--- config.mk ---
export PLATFORM = sky130hd
export DESIGN_NAME = terminal_line_editor_history_unit
export DESIGN_NICKNAME = d
export VERILOG_FILES = /design/src/tleh_pkg.sv /design/src/tleh_dpath.sv /design/src/tleh_ctrl.sv /design/src/terminal_line_editor_history_unit.sv
export SDC_FILE = /design/constraint.sdc
export NUM_CORES = 2
export LEC_CHECK = 0
export BUFFER_PORTS_ARGS = -buffer_cell sky130_fd_sc_hd__buf_2
export CORE_MARGIN = 3
export CORE_UTILIZATION = 60
export DETAILED_ROUTE_END_ITERATION = 8
export HOLD_SLACK_MARGIN = 0.02
export PLACE_DENSITY = 0.76
export SYNTH_ARGS = -nofsm -noshare
export SYNTH_HDL_FRONTEND = slang
export SYNTH_SLANG_ARGS = --single-unit
--- constraint.sdc ---
create_clock -name i_clk -period 4.9 [get_ports i_clk]
set_input_delay 0.245 -clock i_clk [delete_from_list [all_inputs] [get_ports i_clk]]
set_output_delay 0.245 -clock i_clk [all_outputs]
set_load 0.02 [all_outputs]
--- src/tleh_pkg.sv ---
`timescale 1ns / 1ps
`default_nettype none
package tleh_pkg;

    localparam int LINE_BYTES    = 32;
    localparam int HISTORY_LINES = 8;

    localparam int LEN_W   = $clog2(LINE_BYTES + 1);
    localparam int IDX_W   = $clog2(LINE_BYTES);
    localparam int HCNT_W  = $clog2(HISTORY_LINES + 1);
    localparam int SLOT_W  = (HISTORY_LINES > 1) ? $clog2(HISTORY_LINES) : 1;
    localparam int HDEPTH  = HISTORY_LINES * LINE_BYTES;
    localparam int HADDR_W = $clog2(HDEPTH);

    localparam logic [7:0] BYTE_ESC   = 8'h1b;
    localparam logic [7:0] BYTE_CSI   = 8'h5b;
    localparam logic [7:0] BYTE_UP    = 8'h41;
    localparam logic [7:0] BYTE_DOWN  = 8'h42;
    localparam logic [7:0] BYTE_RIGHT = 8'h43;
    localparam logic [7:0] BYTE_LEFT  = 8'h44;
    localparam logic [7:0] BYTE_BS    = 8'h08;
    localparam logic [7:0] BYTE_DEL   = 8'h7f;
    localparam logic [7:0] BYTE_CR    = 8'h0d;
    localparam logic [7:0] BYTE_LF    = 8'h0a;
    localparam logic [7:0] BYTE_SPACE = 8'h20;

    localparam logic [1:0] PHASE_NORMAL = 2'd0;
    localparam logic [1:0] PHASE_ESC    = 2'd1;
    localparam logic [1:0] PHASE_CSI    = 2'd2;

    localparam logic [2:0] KIND_ECHO     = 3'd0;
    localparam logic [2:0] KIND_ERASE    = 3'd1;
    localparam logic [2:0] KIND_RECALL   = 3'd2;
    localparam logic [2:0] KIND_DONE     = 3'd3;
    localparam logic [2:0] KIND_OVERFLOW = 3'd4;

    localparam logic [2:0] EMIT_NONE = 3'd0;
    localparam logic [2:0] EMIT_HDR  = 3'd1;
    localparam logic [2:0] EMIT_BYTE = 3'd2;
    localparam logic [2:0] EMIT_ECHO = 3'd3;
    localparam logic [2:0] EMIT_OVF  = 3'd4;
    localparam logic [2:0] EMIT_ERS  = 3'd5;

    typedef struct packed {
        logic       latch_rx;
        logic       set_phase;
        logic [1:0] phase_val;
        logic       recall_up;
        logic       recall_down;
        logic       start_done;
        logic       rd_issue;
        logic       copy_write;
        logic       append;
        logic       erase;
        logic       finish;
        logic [2:0] emit_sel;
        logic       last;
    } t_cmd;

    typedef struct packed {
        logic [7:0] rx;
        logic [1:0] phase;
        logic       len_zero;
        logic       len_near_full;
        logic       pos_zero;
        logic       used_zero;
        logic       copy_zero;
        logic       idx_last;
        logic       out_free;
    } t_stat;

    function automatic logic [SLOT_W-1:0] slot_of(input logic [SLOT_W-1:0] oldest,
                                                  input logic [HCNT_W-1:0] logical);
        logic [HCNT_W:0] sum;
        sum = (HCNT_W+1)'(oldest) + (HCNT_W+1)'(logical);
        if (sum >= (HCNT_W+1)'(HISTORY_LINES))
            sum = sum - (HCNT_W+1)'(HISTORY_LINES);
        return SLOT_W'(sum);
    endfunction

    function automatic logic [HADDR_W-1:0] hist_addr(input logic [SLOT_W-1:0] slot,
                                                    input logic [IDX_W-1:0] idx);
        return HADDR_W'(HADDR_W'(slot) * HADDR_W'(LINE_BYTES)) + HADDR_W'(idx);
    endfunction

endpackage
`default_nettype wire

--- src/tleh_dpath.sv ---
`timescale 1ns / 1ps
`default_nettype none
module tleh_dpath import tleh_pkg::*; (
    input  wire logic       i_clk,
    input  wire logic       i_rst_n,
    input  wire logic [7:0] i_rx_byte,
    input  wire t_cmd       i_cmd,
    output t_stat           o_stat,
    input  wire logic       i_ev_ready,
    output logic            o_ev_valid,
    output logic [2:0]      o_event_kind,
    output logic [7:0]      o_data_byte,
    output logic            o_byte_present,
    output logic            o_last_of_run
);

    logic [7:0]        r_rx;
    logic [1:0]        r_phase;
    logic [LEN_W-1:0]  r_len;
    logic [HCNT_W-1:0] r_used;
    logic [SLOT_W-1:0] r_oldest;
    logic [HCNT_W-1:0] r_pos;
    logic [SLOT_W-1:0] r_slot;
    logic [LEN_W-1:0]  r_copylen;
    logic [IDX_W-1:0]  r_idx;
    logic              r_mode_recall;
    logic              r_full;
    logic [7:0]        r_hist_q;
    logic [7:0]        r_edit_q;
    logic              r_ev_valid;
    logic [2:0]        r_kind;
    logic [7:0]        r_data;
    logic              r_present;
    logic              r_last;

    logic [7:0]        m_edit [LINE_BYTES];
    logic [7:0]        m_hist [HDEPTH];
    logic [LEN_W-1:0]  m_hlen [HISTORY_LINES];

    logic [HCNT_W-1:0] n_pos;
    logic [SLOT_W-1:0] n_slot;
    logic [LEN_W-1:0]  n_len_inc;
    logic [7:0]        rdata;
    logic [2:0]        line_kind;

    always_comb begin
        n_pos = r_pos;
        if (i_cmd.recall_up) begin
            n_pos = r_pos - HCNT_W'(1);
        end else if (r_pos + HCNT_W'(1) < r_used) begin
            n_pos = r_pos + HCNT_W'(1);
        end else begin
            n_pos = r_used - HCNT_W'(1);
        end
    end

    assign n_slot    = slot_of(r_oldest, n_pos);
    assign n_len_inc = r_len + LEN_W'(1);
    assign rdata     = r_mode_recall ? r_hist_q : r_edit_q;
    assign line_kind = r_mode_recall ? KIND_RECALL : KIND_DONE;

    // Memories
    always_ff @(posedge i_clk) begin
        if (i_cmd.rd_issue) begin
            r_hist_q <= m_hist[hist_addr(r_slot, r_idx)];
            r_edit_q <= m_edit[r_idx];
        end
        if (i_cmd.append) begin
            m_edit[r_len[IDX_W-1:0]] <= r_rx;
        end else if (i_cmd.copy_write && r_mode_recall) begin
            m_edit[r_idx] <= rdata;
        end
        if (i_cmd.copy_write && !r_mode_recall) begin
            m_hist[hist_addr(r_slot, r_idx)] <= rdata;
        end
        if (i_cmd.finish && !r_mode_recall && r_copylen != '0) begin
            m_hlen[r_slot] <= r_copylen;
        end
    end

    // Control state
    always_ff @(posedge i_clk) begin
        if (!i_rst_n) begin
            r_phase    <= PHASE_NORMAL;
            r_len      <= '0;
            r_used     <= '0;
            r_oldest   <= '0;
            r_pos      <= '0;
            r_ev_valid <= 1'b0;
        end else begin
            if (i_cmd.set_phase) r_phase <= i_cmd.phase_val;
            if (i_cmd.recall_up || i_cmd.recall_down) r_pos <= n_pos;
            if (i_cmd.append) r_len <= (n_len_inc == LEN_W'(LINE_BYTES)) ? '0 : n_len_inc;
            if (i_cmd.erase) r_len <= r_len - LEN_W'(1);
            if (i_cmd.finish) begin
                if (r_mode_recall) begin
                    r_len <= r_copylen;
                end else begin
                    r_len <= '0;
                    if (r_copylen != '0) begin
                        if (r_full) begin
                            r_oldest <= (r_oldest == SLOT_W'(HISTORY_LINES - 1)) ?
                                        '0 : r_oldest + SLOT_W'(1);
                            r_pos    <= r_used;
                        end else begin
                            r_used <= r_used + HCNT_W'(1);
                            r_pos  <= r_used + HCNT_W'(1);
                        end
                    end
                end
            end
            if (i_cmd.emit_sel != EMIT_NONE) r_ev_valid <= 1'b1;
            else if (i_ev_ready) r_ev_valid <= 1'b0;
        end
    end

    // Payload
    always_ff @(posedge i_clk) begin
        if (i_cmd.latch_rx) r_rx <= i_rx_byte;
        if (i_cmd.recall_up || i_cmd.recall_down) begin
            r_slot        <= n_slot;
            r_copylen     <= m_hlen[n_slot];
            r_mode_recall <= 1'b1;
        end
        if (i_cmd.start_done) begin
            r_mode_recall <= 1'b0;
            r_copylen     <= r_len;
            r_full        <= (r_used >= HCNT_W'(HISTORY_LINES));
            r_slot        <= (r_used >= HCNT_W'(HISTORY_LINES)) ? r_oldest :
                             slot_of(r_oldest, r_used);
        end
        if (i_cmd.emit_sel == EMIT_HDR) r_idx <= '0;
        else if (i_cmd.copy_write) r_idx <= r_idx + IDX_W'(1);
        case (i_cmd.emit_sel)
            EMIT_HDR: begin
                r_kind <= line_kind; r_data <= 8'd0; r_present <= 1'b0;
            end
            EMIT_BYTE: begin
                r_kind <= line_kind; r_data <= rdata; r_present <= 1'b1;
            end
            EMIT_ECHO: begin
                r_kind <= KIND_ECHO; r_data <= r_rx; r_present <= 1'b1;
            end
            EMIT_OVF: begin
                r_kind <= KIND_OVERFLOW; r_data <= 8'd0; r_present <= 1'b0;
            end
            EMIT_ERS: begin
                r_kind <= KIND_ERASE; r_data <= 8'd0; r_present <= 1'b0;
            end
            default: begin
            end
        endcase
        if (i_cmd.emit_sel != EMIT_NONE) r_last <= i_cmd.last;
    end

    always_comb begin
        o_stat.rx            = r_rx;
        o_stat.phase         = r_phase;
        o_stat.len_zero      = (r_len == '0);
        o_stat.len_near_full = (r_len == LEN_W'(LINE_BYTES - 1));
        o_stat.pos_zero      = (r_pos == '0);
        o_stat.used_zero     = (r_used == '0);
        o_stat.copy_zero     = (r_copylen == '0);
        o_stat.idx_last      = ((LEN_W'(r_idx) + LEN_W'(1)) == r_copylen);
        o_stat.out_free      = !r_ev_valid || i_ev_ready;
    end

    assign o_ev_valid     = r_ev_valid;
    assign o_event_kind   = r_kind;
    assign o_data_byte    = r_data;
    assign o_byte_present = r_present;
    assign o_last_of_run  = r_last;

endmodule
`default_nettype wire

--- src/tleh_ctrl.sv ---
`timescale 1ns / 1ps
`default_nettype none
module tleh_ctrl import tleh_pkg::*; (
    input  wire logic  i_clk,
    input  wire logic  i_rst_n,
    input  wire logic  i_rx_valid,
    output logic       o_rx_ready,
    input  wire t_stat i_stat,
    output t_cmd       o_cmd
);

    localparam logic [3:0] S_IDLE   = 4'd0;
    localparam logic [3:0] S_DECODE = 4'd1;
    localparam logic [3:0] S_HDR    = 4'd2;
    localparam logic [3:0] S_RD     = 4'd3;
    localparam logic [3:0] S_BYTE   = 4'd4;
    localparam logic [3:0] S_FIN    = 4'd5;
    localparam logic [3:0] S_ECHO   = 4'd6;
    localparam logic [3:0] S_OVF    = 4'd7;
    localparam logic [3:0] S_ERS    = 4'd8;

    logic [3:0] r_state, n_state;
    logic       r_ovf, n_ovf;
    logic       normal;

    always_ff @(posedge i_clk) begin
        if (!i_rst_n) begin
            r_state <= S_IDLE;
            r_ovf   <= 1'b0;
        end else begin
            r_state <= n_state;
            r_ovf   <= n_ovf;
        end
    end

    assign o_rx_ready = (r_state == S_IDLE);

    always_comb begin
        o_cmd   = '0;
        n_state = r_state;
        n_ovf   = r_ovf;
        normal  = 1'b0;
        case (r_state)
            S_IDLE: begin
                if (i_rx_valid) begin
                    o_cmd.latch_rx = 1'b1;
                    n_state = S_DECODE;
                end
            end
            S_DECODE: begin
                n_state         = S_IDLE;
                o_cmd.set_phase = 1'b1;
                o_cmd.phase_val = PHASE_NORMAL;
                if (i_stat.rx == BYTE_ESC) begin
                    o_cmd.phase_val = PHASE_ESC;
                end else if (i_stat.phase == PHASE_ESC) begin
                    if (i_stat.rx == BYTE_CSI) o_cmd.phase_val = PHASE_CSI;
                    else normal = 1'b1;
                end else if (i_stat.phase == PHASE_CSI) begin
                    if (i_stat.rx == BYTE_UP) begin
                        if (!i_stat.pos_zero) begin
                            o_cmd.recall_up = 1'b1;
                            n_state = S_HDR;
                        end
                    end else if (i_stat.rx == BYTE_DOWN) begin
                        if (!i_stat.used_zero) begin
                            o_cmd.recall_down = 1'b1;
                            n_state = S_HDR;
                        end
                    end else if (!(i_stat.rx inside {BYTE_RIGHT, BYTE_LEFT})) begin
                        normal = 1'b1;
                    end
                end else begin
                    normal = 1'b1;
                end
                if (normal) begin
                    if (i_stat.rx inside {BYTE_CR, BYTE_LF}) begin
                        o_cmd.start_done = 1'b1;
                        n_state = S_HDR;
                    end else if (i_stat.rx inside {BYTE_BS, BYTE_DEL}) begin
                        if (!i_stat.len_zero) begin
                            o_cmd.erase = 1'b1;
                            n_state = S_ERS;
                        end
                    end else if (i_stat.rx >= BYTE_SPACE) begin
                        o_cmd.append = 1'b1;
                        n_ovf   = i_stat.len_near_full;
                        n_state = S_ECHO;
                    end
                end
            end
            S_HDR: begin
                if (i_stat.out_free) begin
                    o_cmd.emit_sel = EMIT_HDR;
                    o_cmd.last     = i_stat.copy_zero;
                    n_state = i_stat.copy_zero ? S_FIN : S_RD;
                end
            end
            S_RD: begin
                o_cmd.rd_issue = 1'b1;
                n_state = S_BYTE;
            end
            S_BYTE: begin
                if (i_stat.out_free) begin
                    o_cmd.emit_sel   = EMIT_BYTE;
                    o_cmd.last       = i_stat.idx_last;
                    o_cmd.copy_write = 1'b1;
                    n_state = i_stat.idx_last ? S_FIN : S_RD;
                end
            end
            S_FIN: begin
                o_cmd.finish = 1'b1;
                n_state = S_IDLE;
            end
            S_ECHO: begin
                if (i_stat.out_free) begin
                    o_cmd.emit_sel = EMIT_ECHO;
                    o_cmd.last     = !r_ovf;
                    n_state = r_ovf ? S_OVF : S_IDLE;
                end
            end
            S_OVF: begin
                if (i_stat.out_free) begin
                    o_cmd.emit_sel = EMIT_OVF;
                    o_cmd.last     = 1'b1;
                    n_state = S_IDLE;
                end
            end
            S_ERS: begin
                if (i_stat.out_free) begin
                    o_cmd.emit_sel = EMIT_ERS;
                    o_cmd.last     = 1'b1;
                    n_state = S_IDLE;
                end
            end
            default: begin
                n_state = S_IDLE;
            end
        endcase
    end

endmodule
`default_nettype wire

--- src/terminal_line_editor_history_unit.sv ---
`timescale 1ns / 1ps
`default_nettype none
// Channel | Ports                                      | Direction
// rx      | i_rx_valid, o_rx_ready, i_rx_byte          | in, one terminal byte per transaction
// event   | o_ev_valid, i_ev_ready, o_event_kind,      | out, one editor event per transaction
//         | o_data_byte, o_byte_present, o_last_of_run |
//
// One byte is processed at a time: it is taken, then decoded, then the echo, erase
// or overflow events that it causes are emitted one after another. Recall and line
// done add a header event, a memory read then an emit and write for each copied
// byte, and a closing step; a line holds at most LINE_BYTES - 1 bytes. Synchronous
// active-low reset empties the edit line and the history; the text stores are not
// cleared. A stall on the event side holds the sequencer, and no new byte is taken
// until the run finishes.
module terminal_line_editor_history_unit import tleh_pkg::*; (
    input  wire logic       i_clk,
    input  wire logic       i_rst_n,
    input  wire logic       i_rx_valid,
    output logic            o_rx_ready,
    input  wire logic [7:0] i_rx_byte,
    output logic            o_ev_valid,
    input  wire logic       i_ev_ready,
    output logic [2:0]      o_event_kind,
    output logic [7:0]      o_data_byte,
    output logic            o_byte_present,
    output logic            o_last_of_run
);

    t_cmd  cmd;
    t_stat stat;

    // Sequence escape decoding, recall and line copies
    tleh_ctrl u_ctrl (
        .i_clk      (i_clk),
        .i_rst_n    (i_rst_n),
        .i_rx_valid (i_rx_valid),
        .o_rx_ready (o_rx_ready),
        .i_stat     (stat),
        .o_cmd      (cmd)
    );

    // Hold edit line, history ring and the event output register
    tleh_dpath u_dpath (
        .i_clk          (i_clk),
        .i_rst_n        (i_rst_n),
        .i_rx_byte      (i_rx_byte),
        .i_cmd          (cmd),
        .o_stat         (stat),
        .i_ev_ready     (i_ev_ready),
        .o_ev_valid     (o_ev_valid),
        .o_event_kind   (o_event_kind),
        .o_data_byte    (o_data_byte),
        .o_byte_present (o_byte_present),
        .o_last_of_run  (o_last_of_run)
    );

endmodule
`default_nettype wire
[Yosys cells after proc, flatten, opt, wreduce, memory -nomap -nowiden]
Memories as Yosys holds them, arrays and structs flattened. A register that Yosys moved wholly into a read port is not among the register bits.
Cells that the tools add are included.
Storage, ports and cells
  memories: 3
  input port bits: 12
  memory bits (writable): 2352
  bits in registers: 62
Cells by class
  muxes and demuxes: 101
  bitwise logic cells: 3
  add/sub/neg operators: 14
  magnitude comparators: 5
  equal/unequal tests: 34
  reduce and logical (&&, ||, !) cells: 34
Memories
  u_dpath.m_hist: depth 256, bits a word 8, rd ports 1, clocked after Yosys merged registers in 1, wr ports 1, RTL line tleh_dpath.sv:37  | logic [7:0] m_hist [HDEPTH];
  u_dpath.m_edit: depth 32, bits a word 8, rd ports 1, clocked after Yosys merged registers in 1, wr ports 1, RTL line tleh_dpath.sv:36  | logic [7:0] m_edit [LINE_BYTES];
  u_dpath.m_hlen: depth 8, bits a word 6, rd ports 1, clocked after Yosys merged registers in 0, wr ports 1, RTL line tleh_dpath.sv:38  | logic [LEN_W-1:0] m_hlen [HISTORY_LINES];
Operator list (number)
  $mux 4: 24
  $eq 8x7->1 const B: 6
  $mux 6: 8
  $mux 1: 38
  $mux 3: 11
  $pmux 4 s7: 1
  $eq 8x4->1 const B: 3
  $mux 2: 12
  $pmux 8 s3: 1
  $pmux 4 s5: 1
  $eq 4x3->1 const B: 4
  $mux 8: 2
  $logic_not 4->1: 3
  $logic_not 6->1: 2
  $pmux 3 s4: 1
  $reduce_bool 2->1: 6
  $add 3x4->5: 2
  $ge 5x4->1 const B: 2
  $reduce_and 5->1: 2
  $eq 3x3->1 const B: 3
  $reduce_bool 3->1: 3
  $add 4x1->4 const B: 2
  $add 8x5->8: 1
  $eq 4x2->1 const B: 2
  other kinds (35): 51

[Logic depth before layout (Yosys ltp)]
An unclocked memory read counts as a cell.
  depth in word-level cells: 18
  mapped depth: 14

[Hierarchy]
A second synthesis with hierarchy kept.
Unflattened totals
  cells, all modules: 4503
  area total of the unflattened synthesis: 95117.5 um2
By module, submodules not included
  tleh_dpath: cells each 4396, area each 94365.5 um2, times used 1
  tleh_ctrl: cells each 107, area each 752.0 um2, times used 1

[Least setup slack after synthesis]
No wires, ideal clock.
  path kind: register -> register
  start point: register u_dpath.r_pos[0]
  end point: register u_dpath.r_copylen[2] (data pin)
  stages on the path, launching flop included: 13
  path slack: 1.052 ns
  arrival: 3.581 ns
  period minus slack after synthesis: 3.848 ns
  setup time: 0.267 ns
  path buffers: 1
  cells stage by stage: dfxtp_1 -> inv_1 -> ha_1 -> ha_1 -> a21bo_2 -> a211oi_1 -> nand2_1 -> mux2i_1 -> ha_1 -> clkbuf_1 -> mux4_2 -> mux2i_1 -> o21ai_1
Between the ends
  longest elaborated chain between the ends: 14
  elaborated cells on any way between the ends: 19
Ends and longest elaborated chain
  start, declared: RTL line tleh_dpath.sv:22  | logic [HCNT_W-1:0] r_pos;
  start signal, assigned: RTL line tleh_dpath.sv:92  | if (i_cmd.recall_up || i_cmd.recall_down) r_pos <= n_pos;
  start signal, assigned: RTL line tleh_dpath.sv:104  | r_pos <= r_used;
  start signal, assigned: RTL line tleh_dpath.sv:107  | r_pos <= r_used + HCNT_W'(1);
  branches (longest 7 deep; another with $add 4x1->4)
  $mux 4 *: RTL line tleh_dpath.sv:48  | if (i_cmd.recall_up) begin
  $add 3x4->5 *: RTL line tleh_pkg.sv:75  | sum = (HCNT_W+1)'(oldest) + (HCNT_W+1)'(logical);
  $ge 5x4->1 / $sub 3x1->3 (equally long branches): RTL line tleh_pkg.sv:76, tleh_pkg.sv:77
  $mux 3 *: RTL line tleh_pkg.sv:76  | if (sum >= (HCNT_W+1)'(HISTORY_LINES))
  $mem_v2 8x6 *
  $mux 6 *: RTL line tleh_dpath.sv:120  | if (i_cmd.recall_up || i_cmd.recall_down) begin
  $mux 6 *: RTL line tleh_dpath.sv:125  | if (i_cmd.start_done) begin
  end signal, assigned: RTL line tleh_dpath.sv:122  | r_copylen <= m_hlen[n_slot];
  end signal, assigned: RTL line tleh_dpath.sv:127  | r_copylen <= r_len;
  end, declared: RTL line tleh_dpath.sv:24  | logic [LEN_W-1:0] r_copylen;
Mark *: on every way between the ends. The select of a mux whose other input is x is not followed.
A chain may end at the register's enable or synchronous reset.

[Worst setup path in the final report]
  start point: register u_dpath.r_pos[0]
  end point: register u_dpath.r_copylen[0] (data pin)
The elaborated chain is that of the path after synthesis.

==> impl_results.md <==
- FP Rows: 145
- Syn Inst Count: ~4500
- Clock sink total: 2430
- DP Worst Slack: 0.680 ns
- Post-Synth Adder-Cell Area: 0.00279
- Most common cell after layout, fill and taps aside: edfxtp_1
- Syn_nets: ~4500
- Compound-Gate Fraction of Synth Area: 0.0242
- Grt ovf: 0
- Fin. max-slew vios: 0
- H-tree levels: 4
- Vias in the first global route: around 48000
- Leak: between 30 and 40 nW
- Largest family of logic cells by synthesized area: multiplexers
- Clock buffer depth: 3
- CP max-delay cell: fa_1
- Yosys cell types: 67
- Multiplexer fraction of the synthesized cell area: 0.163
- PD cells: 479 mW/mm^2
- CP startpoint kind: flop
- GP Congestion: approximately 0.9
- Syn avg cell area: between 20 and 25 sq um
- Register area share after synthesis: 0.763
- Final period utilization: 0.874
- TNS Setup: 0 ns
- PortBufs: 26
- Worst-path fanout max: 13
- Final Setup Violations: 0
- Vias: 47700
- CTS tree: done
- Critical Path End: u_dpath.r_copylen[0]
- P&R area growth vs syn: 11.0%
- Commonest non-fill, non-tap cells in the layout: edfxtp_1, mux4_2, nor2_1, clkbuf_16, buf_4
- Seq cells post-synth: around 2400
- Main synth FF type: edfxtp_1
- Final hold vios: 0
- Yosys warns: 0
- Setup crit start: u_dpath.r_pos[0]
- Die X-Extent: approximately 400 microns
- Tmin final: 4.28 ns
- Reg2reg end: u_dpath.r_copylen[0]
- Layout cell share with drive strength beyond 1: 0.252
- Nets: between 4000 and 5000
- Crit Path Category: flop to flop
- Crit path buffers/inverters: 1
- CTS Buf Count: around 230
- Initial DRC count: between 7000 and 8000
- Async S/R FF share, synth: 0
- Max-cap violations: 0
- Worst Max-Slew Pin Slew: between 1 and 1.5 ns
- Clock latency on the worst-skew pair: about 0.88 ns
- CP required: ~5.5 ns
- Reg-to-Reg Start: u_dpath.r_pos[0]
- Most frequent CP cell: ha_1
- Clk_skew: between 0.05 and 0.06 ns
- First-pass GRT wire length: 342 mm
- DRT antenna net count: 0
- Crit path DAT: 4.88 ns
- Total track usage: 0.292
- Crit path depth: 12
- Setup Fix Bufs, Post-CTS: 0
- Reg2reg path depth: 12
- Die area: roughly 0.16 sq mm
- Via density: a little under 7
- Worst slew margin relative to its limit: 0.209
- WL final: 233 mm
- CTS Root Cell: clkbuf_16
- Hold crit path type: input port to flop
- CP endpoint kind: flop
- Final hold slack: between 0.1 and 0.15 ns
- Post-synth EDFFs: about 2400
- Ports: 27
- Starting Density: 0.607
- Simple-gate area share of the yosys netlist: 0.0296
- DRC viols: 0
- Outcome: completed
- Core box area: between 0.15 and 0.2 sq mm
- Peak supply drop: between 0.3 and 0.4 mV
- Pre-antenna DRT Iters: 7
- Setup ws final: approximately 0.62 ns
- Die height: about 400 microns
- Cell Chain, Critical Path: inv_1 -> ha_1 -> ha_1 -> a21bo_2 -> a211oi_1 -> nand2_1 -> mux2i_1 -> ha_1 -> fa_1 -> mux4_2 -> mux2i_1 -> o21ai_1
- Unrepaired setup endpoints after global routing: false
- HPWL Detailed: roughly 140 mm
- Critical Path Max Stage Delay: 0.91 ns
- R2R Setup Slk: just over 0.6 ns
- Worst path top cell family by delay: adder cells
- Fmax: 234 MHz
- Initial antenna violation count: 4
- Drt wl/cell: between 30 and 40 microns
- Worst-path clk slew: approximately 0.06 ns
- Largest net degree at the start of global routing: about 150
- Post-Synth XOR/XNOR Area: 0.00250
- Cell area after synthesis: ~0.095 sq mm
## synthesized netlist by cell type (all sizes together), types with 4 or more instances
| cell type | instances | area (sq um) |
|---|---|---|
| ha | 18 | 225 |
| o31a | 6 | 52.6 |
| a211oi | 9 | 67.6 |
| nand4 | 16 | 100 |
| a2111oi | 5 | 43.8 |
| o221ai | 5 | 43.8 |
| nand2 | 106 | 398 |
| dfxtp | 31 | 621 |
| xnor2 | 15 | 150 |
| nor2b | 27 | 169 |
| a22o | 27 | 236 |
| nand3b | 4 | 30.0 |
| o21ai | 53 | 265 |
| nor3 | 26 | 130 |
| or4 | 7 | 52.6 |
| o211ai | 4 | 30.0 |
| nor4 | 10 | 62.6 |
| o41ai | 4 | 35.0 |
| a31oi | 8 | 50.1 |
| nor2 | 352 | 1320 |
| a22oi | 71 | 533 |
| a221oi | 27 | 236 |
| o22ai | 18 | 113 |
| buf | 147 | 913 |
| a21oi | 55 | 275 |
| xor2 | 10 | 87.6 |
| edfxtp | 2399 | 72000 |
| mux2i | 50 | 500 |
| nand2b | 13 | 81.3 |
| nand3 | 39 | 195 |
| clkbuf | 126 | 473 |
| inv | 19 | 71.3 |
| a21boi | 10 | 75.1 |
| and3 | 5 | 31.3 |
| and2 | 10 | 62.6 |
| or2 | 4 | 25.0 |
| mux4 | 650 | 14600 |
| mux2 | 30 | 338 |
## cell families (layout without fill, tap and decap cells)
family | count (synthesis) | count (layout)
mux | 730 | 730
fa+ha+maj | 20 | 20
compound gates | 329 | 329
simple gates | 636 | 636
flops | 2430 | 2430
buf+inv | 294 | 621
xor+xnor | 25 | 25
other cells | 0 | 6
## area by class of cell
cell class / count / area, sq um
antenna: 6 / 15.0
clock buffer: 274 / 5920
clock inverter: 147 / 1570
fill: 9358 / 51200
inverter: 21 / 78.8
multi-input combinational: 1740 / 21300
sequential: 2430 / 72700
tap: 2058 / 2570
timing repair buffer: 179 / 1580
## flip-flops by register name, summed over array words and instances, names as in the netlist, 4 cells and up
signal	cells
u_dpath.o_data_byte	8
u_dpath.r_idx	5
u_dpath.m_edit	256
u_ctrl.r_state	4
u_dpath.r_used	4
u_dpath.r_pos	4
u_dpath.r_rx	8
u_dpath.m_hist	2048
u_dpath.r_len	6
u_dpath.r_hist_q	8
u_dpath.r_edit_q	8
u_dpath.r_copylen	6
u_dpath.m_hlen	48
## layer usage
metal  up-vias  GRT usage  share of wire
li1      18900          -              -
met1     24900      0.410           0.36
met2      3314      0.440           0.47
met3       557     0.0754           0.12
met4         4      0.133          0.050
met5         -    0.00416        0.00012
## stage by stage
stage / util / area, sq um / total power, mW / cells
after CTS: 0.673 / 106000 / 50.8 / 6849
after floorplan: - / 95200 / 30.6 / 4464
after global placement: 0.625 / 98100 / 33.2 / 6416
final: 0.674 / 106000 / 50.7 / 6855
after detailed placement: 0.625 / 98100 / 33.3 / 6416
after global routing: 0.673 / 106000 / 52.1 / 6850
## worst reg2reg max path: stages (launching register included)
cell and delay, ns:
dfxtp_1 0.42, inv_1 0.10, ha_1 0.34, ha_1 0.28
a21bo_2 0.21, a211oi_1 0.56, nand2_1 0.14, mux2i_1 0.18
ha_1 0.23, fa_1 0.91, mux4_2 0.41, mux2i_1 0.17
o21ai_1 0.08
## where the power goes
part           total, mW  internal [mW]  switching [mW]
Sequential          23.6           23.3           0.332
Clock               17.7           10.0            7.63
Combinational       9.38           4.32            5.06
## repair_timing
item / CTS / global route
gates resized for setup: 0 / 0
hold buffers: 12 / 0
endpoints found under the hold margin: 44 / 0
## how the worst min path moves through the flow
stage                            start               to  cells past startpoint
after global placement    i_rx_byte[2]  u_dpath.r_rx[2]                      1
after CTS                 i_rx_byte[2]  u_dpath.r_rx[2]                      2
after detailed placement  i_rx_byte[3]  u_dpath.r_rx[3]                      1
after global routing      i_rx_byte[1]  u_dpath.r_rx[1]                      2
final                     i_rx_byte[1]  u_dpath.r_rx[1]                      2
after floorplan           i_rx_byte[0]  u_dpath.r_rx[0]                      0
No activity file was read; power rests on OpenSTA's default activity.
